[src/hw/rtl/cvu_pkg.sv]
// Shared constants, types and codes of the cost volume update block.
// No dependencies; every other file imports this package.
package cvu_pkg;

  localparam int PIXELS  = 65536;
  localparam int LAYERS  = 32;
  localparam int ENTRIES = PIXELS * LAYERS;
  localparam int ADDR_W  = $clog2(ENTRIES);

  localparam int PIX_W  = 16;
  localparam int LAY_W  = 5;
  localparam int CH_W   = 16;
  localparam int COST_W = 48;
  localparam int HITS_W = 16;
  localparam int SQ_W   = 2 * CH_W;
  localparam int SAD_W  = CH_W + 2;

  localparam logic [COST_W-1:0] COST_MAX = {COST_W{1'b1}};
  localparam logic [HITS_W-1:0] HITS_MAX = {HITS_W{1'b1}};

  // divider: numerator covers cost - sad + hits - 1, two quotient bits per stage
  localparam int NUM_W      = COST_W + 2;
  localparam int DIV_BITS   = 2;
  localparam int DIV_STAGES = NUM_W / DIV_BITS;

  localparam int Q_DEPTH = 4;
  localparam int Q_PTR_W = $clog2(Q_DEPTH);

  localparam int CFG_IDX_W = 1;
  localparam logic [CFG_IDX_W-1:0] CFG_NORM_MODE   = 1'd0;
  localparam logic [CFG_IDX_W-1:0] CFG_COLOUR_MODE = 1'd1;

  typedef struct packed {
    logic              norm;
    logic              colour;
  } cfg_t;

  typedef struct packed {
    logic [ADDR_W-1:0] addr;
    logic              in_range;
    logic              visible;
    logic [CH_W-1:0]   d_r;
    logic [CH_W-1:0]   d_g;
    logic [CH_W-1:0]   d_b;
  } item_t;

  typedef struct packed {
    logic              valid;
    logic              wr;
    logic              in_range;
    logic              visible;
    logic              norm;
    logic              ge;
    logic [ADDR_W-1:0] addr;
    logic [COST_W-1:0] cost;
    logic [COST_W-1:0] l2_cost;
    logic [HITS_W-1:0] hits_new;
    logic [HITS_W-1:0] hits_old;
  } side_t;

endpackage

[src/hw/rtl/cvu_front.sv]
// Front classifier: entry address, range check and absolute channel differences.
// Depends on cvu_pkg.
module cvu_front import cvu_pkg::*; (
  input  logic [PIX_W-1:0] pixel_index,
  input  logic [LAY_W-1:0] layer_index,
  input  logic             visible,
  input  logic [CH_W-1:0]  warped_r,
  input  logic [CH_W-1:0]  warped_g,
  input  logic [CH_W-1:0]  warped_b,
  input  logic [CH_W-1:0]  ref_r,
  input  logic [CH_W-1:0]  ref_g,
  input  logic [CH_W-1:0]  ref_b,
  output item_t            item
);

  function automatic logic [CH_W-1:0] absdiff(input logic [CH_W-1:0] a,
                                              input logic [CH_W-1:0] b);
    return (a >= b) ? a - b : b - a;
  endfunction

  logic [31:0] addr_full;

  assign addr_full = 32'(pixel_index) * 32'(LAYERS) + 32'(layer_index);

  always_comb begin
    item.addr     = addr_full[ADDR_W-1:0];
    item.in_range = (32'(pixel_index) < 32'(PIXELS)) && (32'(layer_index) < 32'(LAYERS));
    item.visible  = visible;
    item.d_r      = absdiff(warped_r, ref_r);
    item.d_g      = absdiff(warped_g, ref_g);
    item.d_b      = absdiff(warped_b, ref_b);
  end

endmodule

[config.mk]
export PLATFORM = sky130hd
export DESIGN_NAME = cvu_front
export DESIGN_NICKNAME = d
export VERILOG_FILES = /design/src/hw/rtl/cvu_pkg.sv /design/src/hw/rtl/cvu_front.sv
export SDC_FILE = /design/constraint.sdc
export NUM_CORES = 1
export LEC_CHECK = 0
export ABC_CLOCK_PERIOD_IN_PS = 3800
export BUFFER_PORTS_ARGS = -buffer_cell sky130_fd_sc_hd__buf_2
export CAP_MARGIN = 30
export CORE_MARGIN = 5
export CORE_UTILIZATION = 52
export DETAILED_ROUTE_END_ITERATION = 7
export PLACE_DENSITY = 0.85
export SLEW_MARGIN = 30
export SYNTH_ARGS = -nofsm -noshare
export SYNTH_HDL_FRONTEND = slang
export SYNTH_SLANG_ARGS = --single-unit
export TNS_END_PERCENT = 100
[constraint.sdc]
create_clock -name vclk -period 3.8
set_input_delay 0.57 -clock vclk [all_inputs]
set_output_delay 0.57 -clock vclk [all_outputs]
set_load 0.05 [all_outputs]
==> flow_summary.ini <==
[grt]
grtUsageTotal_pct = 22.5
antenna_found_initial = 0
grt_max_degree = 24
grt_pass1_wl_um = 22100
grt_pass1_vias = 4903
overflow = 0

[critical_path]
crit_required_ps = 3230
crit_path_end = item[45]
crit_chain = buf_2, inv_1, ha_1, nor2b_1, o31ai_1, a31oi_1, a2111oi_0, buf_4, o21ai_0, mux2i_1, xnor2_1, buf_2
cp-start-kind = primary input
crit_family = compound AO/OA/AOI/OAI gates
max_stage_delay_ps = 440
critical_path_buf_inv_count = 4
crit_type = primary input to output port
critPathMostFrequentCell = buf_2
endpoint_kind = output port
critPathSlowestCell = a2111oi_0
cp.depth = 12
crit_arrival_ps = 3120
crit_path_start = warped_r[1]
critPathMaxFanout = 3

[logic_synthesis]
netlist_area_sq_mm = 0.00462
synth.most_common_cell = inv_1
yosys_warnings = 0
netlist_instances = 649
ys_seq_area_share_pct = 0
ys_types = 57
yosysTopAreaCellShare_pct = 25.2
synth.net_count = 866
ys_top_cells_by_area = ha_1, inv_1, a21oi_1
synthTopCellsByCount = inv_1, ha_1, a21oi_1, o21ai_0, mux2i_1
synth.avg_cell_area_sq_um = 7.12
synth.largest_area_cell = ha_1

[placement]
io_buffers = 144
gp_congestion = 0.929
hpwl_um = 11400

[sta]
fin_hold_ws_ps = 1140
rsz0062_at_grt = no
final-setup-viol-count = 0
hold_viol = 0
slew_violations = 0
tns_ps = 0
period_needed_ps = 3690
min_period_over_period_pct = 97.2
max_freq_ghz = 0.271

[hold_path]
hold_class = primary input to output port
min_path_cells = 0

[cells_and_area]
synthToLayoutAreaGrowth_pct = 16.1
nFillCells = 801
layout-drive-gt1-share_pct = 23.4
seq_area_sq_um = 0
clock_buffers = 0
design.seq.count = 0
num-nets-final = 985
diodes = 0

[floorplanning]
fp.coreArea_sq_mm = 0.00868
rows = 34
die_h_um = 104
start_util_pct = 53.2
die_w_um = 104
die-area_sq_mm = 0.0109
ioPinCount = 189

[routing]
drc = 0
via_count = 5047
drtIter0Drc = 222
dr.pass1.iters = 6
postRouteWirelength_um = 13200
routedWlPerCell_um = 15.2
drtAntennaViolNets = 0
routed_via_density = 5.77

[outcome]
outcome = completed

[pwr]
leakage_nw = 3.05
powerDensity_mw_per_mm2 = 285
peakVddDrop_uv = 207

[clock_tree]
hold_buffers = 0

[flow_run]
max-cap-violations = 0
-- logic make-up after synthesis --
logic type / Yosys count / share of synthesized area (%)
buffers and inverters: 159 / 16.0
other: 1 / 0.0812
and+or+nand+nor: 105 / 11.2
adders and majority gates: 99 / 27.8
AOI/OAI and AO/OA: 207 / 29.2
muxes: 36 / 7.80
xor gates and xnor gates: 42 / 7.96
-- final cells by class --
class	count	area [sq um]	share of cell area (%)
Tap cell	108	135	2.52
Inverter	112	420	7.84
Timing Repair Buffer	164	911	17.0
Multi-Input combinational cell	490	3890	72.6
-- power breakdown --
part           total (mW)  switching [mW]  internal [mW]
sequential              0               0              0
combinational        1.53            1.05          0.478
clock                   0               0              0
total                1.53            1.05          0.478
-- cell usage in the layout, fill, tap and decap left out, drive strengths merged, types with 3 or more instances in the layout --
cell / netlist / routed
ha: 93 / 93
mux2i: 36 / 36
nand4: 8 / 8
nand2b: 8 / 8
fa: 6 / 6
nor2b: 7 / 7
a2111oi: 3 / 3
nand2: 32 / 32
o21a: 6 / 6
buf: 38 / 163
o31a: 3 / 3
o31ai: 3 / 3
and3: 4 / 4
nand3: 5 / 5
o21ai: 47 / 47
a221oi: 8 / 8
a211o: 3 / 3
a31oi: 6 / 6
a211oi: 5 / 5
xor2: 19 / 19
nor3: 8 / 8
o221ai: 4 / 4
nor2: 22 / 22
o21bai: 11 / 11
a21oi: 76 / 76
a21o: 20 / 20
inv: 112 / 112
and2: 5 / 5
xnor2: 23 / 23
-- what timing repair did --
| item | in CTS | in global routing |
|---|---|---|
| setup buffers | 0 | 1 |
| resized for setup | 0 | 4 |
| setup endpoints to repair | 0 | 17 |
-- how the worst min path moves through the flow --
| stage | start | to |
|---|---|---|
| 6_report | layer_index[0] | item[50] |
| 5_1_grt | pixel_index[7] | item[62] |
| 4_1_cts | layer_index[1] | item[51] |
| 3_5_place_dp | layer_index[1] | item[51] |
| 3_3_place_gp | layer_index[1] | item[51] |
| 2_1_floorplan | visible | item[48] |
-- metal layers --
metal | routed length (um) | track usage (%) | vias up
met5 | 0 | 0 | -
met4 | 263 | 5.46 | 0
met3 | 960 | 2.73 | 32
met2 | 6440 | 40.2 | 226
met1 | 5580 | 28.7 | 2340
li1 | - | - | 2449
-- metrics by stage --
step	std cells	power [mW]	utilization, %	setup slack, ps	cell area (sq um)
after floorplan	649	1.20	-	40.7	4620
after global placement	873	1.47	61.3	146	5320
after detailed placement	873	1.50	61.3	120	5320
after CTS	873	1.51	61.3	107	5320
after global routing	874	1.63	61.8	15.6	5360
final	874	1.53	61.8	106	5360
No activity file was read; power rests on OpenSTA's default activity.
