--- src/hw/rtl/cvu_pkg.sv ---
// Shared constants, types and codes of the cost volume update block.
// No dependencies; every other file imports this package.
package cvu_pkg;

  localparam int PIXELS  = 65536;
  localparam int LAYERS  = 32;
  localparam int ENTRIES = PIXELS * LAYERS;
  localparam int ADDR_W  = $clog2(ENTRIES);

  localparam int PIX_W  = 16;
  localparam int LAY_W  = 5;
  localparam int CH_W   = 16;
  localparam int COST_W = 48;
  localparam int HITS_W = 16;
  localparam int SQ_W   = 2 * CH_W;
  localparam int SAD_W  = CH_W + 2;

  localparam logic [COST_W-1:0] COST_MAX = {COST_W{1'b1}};
  localparam logic [HITS_W-1:0] HITS_MAX = {HITS_W{1'b1}};

  // divider: numerator covers cost - sad + hits - 1, two quotient bits per stage
  localparam int NUM_W      = COST_W + 2;
  localparam int DIV_BITS   = 2;
  localparam int DIV_STAGES = NUM_W / DIV_BITS;

  localparam int Q_DEPTH = 4;
  localparam int Q_PTR_W = $clog2(Q_DEPTH);

  localparam int CFG_IDX_W = 1;
  localparam logic [CFG_IDX_W-1:0] CFG_NORM_MODE   = 1'd0;
  localparam logic [CFG_IDX_W-1:0] CFG_COLOUR_MODE = 1'd1;

  typedef struct packed {
    logic              norm;
    logic              colour;
  } cfg_t;

  typedef struct packed {
    logic [ADDR_W-1:0] addr;
    logic              in_range;
    logic              visible;
    logic [CH_W-1:0]   d_r;
    logic [CH_W-1:0]   d_g;
    logic [CH_W-1:0]   d_b;
  } item_t;

  typedef struct packed {
    logic              valid;
    logic              wr;
    logic              in_range;
    logic              visible;
    logic              norm;
    logic              ge;
    logic [ADDR_W-1:0] addr;
    logic [COST_W-1:0] cost;
    logic [COST_W-1:0] l2_cost;
    logic [HITS_W-1:0] hits_new;
    logic [HITS_W-1:0] hits_old;
  } side_t;

endpackage

--- src/hw/rtl/cvu_queue.sv ---
// Short FIFO between the front classifier and the update pipeline.
// Depends on cvu_pkg.
module cvu_queue import cvu_pkg::*; (
  input  logic  clk,
  input  logic  rst,
  input  logic  push,
  input  item_t push_item,
  input  logic  pop,
  output logic  head_valid,
  output item_t head_item,
  output logic  full
);

  item_t              slots [Q_DEPTH];
  logic [Q_PTR_W-1:0] wr_ptr;
  logic [Q_PTR_W-1:0] rd_ptr;
  logic [Q_PTR_W:0]   count;

  assign head_valid = (count != '0);
  assign full       = (count == (Q_PTR_W+1)'(Q_DEPTH));
  assign head_item  = slots[rd_ptr];

  always_ff @(posedge clk) begin
    if (push) begin
      slots[wr_ptr] <= push_item;
    end
  end

  always_ff @(posedge clk) begin
    if (rst) begin
      wr_ptr <= '0;
      rd_ptr <= '0;
      count  <= '0;
    end else begin
      if (push) wr_ptr <= wr_ptr + 1'b1;
      if (pop)  rd_ptr <= rd_ptr + 1'b1;
      count <= count + (Q_PTR_W+1)'(push) - (Q_PTR_W+1)'(pop);
    end
  end

endmodule

--- config.mk ---
export PLATFORM = sky130hd
export DESIGN_NAME = cvu_queue
export DESIGN_NICKNAME = d
export VERILOG_FILES = /design/src/hw/rtl/cvu_pkg.sv /design/src/hw/rtl/cvu_queue.sv
export SDC_FILE = /design/constraint.sdc
export NUM_CORES = 1
export LEC_CHECK = 0
export ABC_CLOCK_PERIOD_IN_PS = 3240
export BUFFER_PORTS_ARGS = -buffer_cell sky130_fd_sc_hd__buf_4
export CORE_UTILIZATION = 57
export DETAILED_ROUTE_END_ITERATION = 7
export HOLD_SLACK_MARGIN = 0.08
export PLACE_DENSITY = 0.77
export SYNTH_ARGS = -nofsm -noshare
export SYNTH_HDL_FRONTEND = slang
export SYNTH_SLANG_ARGS = --single-unit
--- constraint.sdc ---
create_clock -name clk -period 3.24 [get_ports clk]
set_input_delay 0.486 -clock clk [delete_from_list [all_inputs] [get_ports clk]]
set_output_delay 0.486 -clock clk [all_outputs]
set_load 0.02 [all_outputs]
==> flow_summary_export.csv <==
group,metric,value,unit
logic_synthesis,number_of_standard_cells_after_synthesis,413,
worst_setup_path,critPathCaptureType,"output port",
floorplan,num_rows,49,
status,run_status,"finished clean",
cts,path_clk_slew,0.06,ns
logic_synthesis,synthesis.area_per_instance,26.06,um2
global_route,overflow,0,
final_layout,num-nets-final,664,
logic_synthesis,yosys_warnings,0,
drt,vias,4785,
worst_setup_path,path_max_fanout,38,
worst_setup_path,rrSetupSlack,1.44,ns
worst_setup_path,worst-r2r-cell-count,4,
logic_synthesis,post_synthesis_instance_area,0.01076,mm2
worst_setup_path,reg2reg_to,"slots[0][51]",
hold_path,hold_path_end,"slots[3][48]",
logic_synthesis,synth_edf_count,284,
place,pre_cts_slack,1.138,ns
global_route,groute.usage.overall,19.68,%
place,gp_congestion,0.6769,
final_layout,num-fill-cells,1062,
final_layout,syn2layout_area_growth,21.15,%
place,placed_cells,780,
final_layout,post-route-cell-area,0.01304,mm2
worst_setup_path,r2r-start,"wr_ptr[0]",
sta,timing.final.max_slew_violations,0,
drt,remaining_drc_errors,0,
sta,finalSetupTns,0,ns
pwr,cellLeakagePower,4.437,nW
drt,detailedRoute.firstPassIterationCount,4,
drt,postRouteAntennaNets,0,
logic_synthesis,ys_async_sr_fraction,0,%
run,max_cap_viol_count,0,
sta,setup_viol,0,
worst_setup_path,cpMaxStageDelayCell,"dfxtp_4",
global_route,antenna_found_initial,0,
pwr,cellPowerDensity,661.0,mW/mm2
logic_synthesis,synth_sequential_area_ratio,80.92,%
final_layout,fin_util,71.60,%
logic_synthesis,syn_nets,495,
sta,worst_hold_slack,0.1491,ns
cts,cts-resized-gates,0,
global_route,met2_usage,32.61,%
floorplan,dieArea,0.01943,mm2
floorplan,num_io_pins,148,
sta,timing.max_slew.rel_slack,60.17,%
global_route,grt.met3_usage,4.198,%
worst_setup_path,cp.arrival,2.15,ns
logic_synthesis,post-synth-top-count-cell,"edfxtp_1",
place,place.detailed.hpwl,10590,um
final_layout,num_antenna_cells,0,
hold_path,holdCritPathClass,"in2reg",
floorplan,die_width,139.4,um
logic_synthesis,synth.largest_area_cell,"edfxtp_1",
sta,fin_crit_sh,81.43,%
sta,report.final.hold_viol_count,0,
sta,finalClockSkew,0.009734,ns
pwr,totalPowerFinal,8.617,mW
drt,wl,18530,um
floorplan,core_region_area,0.01821,mm2
sta,worst-slew-pin-transition,0.5974,ns
hold_path,min_delay_path_depth,1,
pwr,peak_ir_drop_on_the_vdd_network,557.8,uV
place,port_buffers,147,
global_route,grt.busiest_layer,"met2",
worst_setup_path,critical_path.cell_chain,"buf_12 -> mux4_2 -> buf_4",
cts,cts_root_buffer,"clkbuf_16",
cts,tritoncts_num_sinks,293,
drt,dr.first_iter.drc_count,254,
drt,wl_per_cell,22.27,um
worst_setup_path,worstSetupPathType,"reg2out",
cts,cts-buffers-inserted,29,
global_route,met1_usage_grt,27.20,%
sta,rsz0062_at_grt,"false",
cts,hold_bufs_at_cts,0,
worst_setup_path,timing.critical_path.required,2.75,ns
hold_path,worst_hold_startpoint,"push_item[48]",
sta,post_route_worst_setup_slack,0.6016,ns
place,postPlaceCellArea,0.01212,mm2
sta,fmax,379.0,MHz
cts,cts_tree,"built",
cts,cts_post_setup_buffers_inserted,0,
global_route,first_global_vias,5192,
worst_setup_path,setup.worst_path.start_class,"flop",
cts,clk-insertion-delay-late,0.53,ns
logic_synthesis,ys_ff_latch,293,
global_route,grt_pass1_wl,28790,um
final_layout,finalNonFillerCells,832,
drt,via_cell_ratio,5.751,
logic_synthesis,ys_top_cells_by_area,"edfxtp_1, mux4_2, dfxtp_1",
logic_synthesis,post_synth_most_frequent_cells,"edfxtp_1, mux4_2, dfxtp_1",
logic_synthesis,synthDominantCellAreaShare,79.25,%
cts,maximum_count_of_clock_buffers_along_a_single_path,3,
logic_synthesis,synth_unique_cells,22,
cts,cts.htree.levels,1,
global_route,grt_max_degree,40,
final_layout,layout-drive-gt1-share,45.44,%
sta,period_needed,2.638,ns
logic_synthesis,synth_flop_cell,"edfxtp_1",
worst_setup_path,critPathMaxStageDelay,0.74,ns
floorplan,die-height,139.4,um
floorplan,starting_density_of_the_core,59.10,%
## sequential cells by signal, summed over array words and instances (netlist names), named ones only
register	count
wr_ptr	2
rd_ptr	2
slots	284
count	3
## routing by layer
layer / vias up / part of all wire [%]
met3: 28 / 6.1
li1: 2101 / -
met1: 2498 / 42
met4: 0 / 1.7
met2: 158 / 50
met5: - / 0
## worst max-delay path by stage
stage | from | endpoint | cells after the start | slack (ns)
after global routing | flop | head_item[25] | 3 | 0.51
final | flop | head_item[4] | 3 | 0.60
after detailed placement | flop | head_item[4] | 3 | 1.14
after global placement | flop | head_item[4] | 3 | 1.13
after floorplan | wr_ptr[0] | slots[0][0] | 3 | 0.60
after CTS | flop | head_item[46] | 3 | 0.55
## critical path: cells and delay by family (launching register included)
kind | cells | cell delay (ns)
DFF | 1 | 0.74
buffers and inverters | 2 | 0.49
muxes | 1 | 0.37
## where the power goes
group | total [mW] | internal [mW] | switching (mW)
logic | 1.00 | 0.488 | 0.515
clock network | 3.19 | 1.87 | 1.32
registers | 4.42 | 4.36 | 0.0696
total | 8.62 | 6.71 | 1.91
## area by class of cell
| cell class | count | area [um2] | area share [%] |
|---|---|---|---|
| Clock buffer | 30 | 729.5 | 5.595 |
| Clock inverter | 22 | 188.9 | 1.449 |
| Inverter | 6 | 22.52 | 0.1727 |
| Multi-Input combinational cell | 98 | 1851 | 14.19 |
| Sequential cell | 293 | 8716 | 66.85 |
| Tap cell | 229 | 286.5 | 2.198 |
| Timing Repair Buffer | 154 | 1244 | 9.539 |
## layout by cell type, fill, tap and decap left out, types with 6 or more instances in the layout
cell,count
ha_1,6
clkinv_2,7
dfxtp_1,7
buf_12,7
mux4_2,70
clkinv_1,8
inv_1,6
buf_4,147
edfxtp_1,284
clkbuf_16,29
## logic make-up (layout without fill, tap and decap cells)
group	Yosys count	after routing	synth area share (%)
flops	293	293	80.92
mux	72	72	14.99
buf+inv	22	212	1.976
simple gates	14	14	0.7093
fa+ha+maj	7	7	0.8836
xor+xnor	3	3	0.3837
compound gates	2	2	0.1395
(Power assumes the default switching activity.)
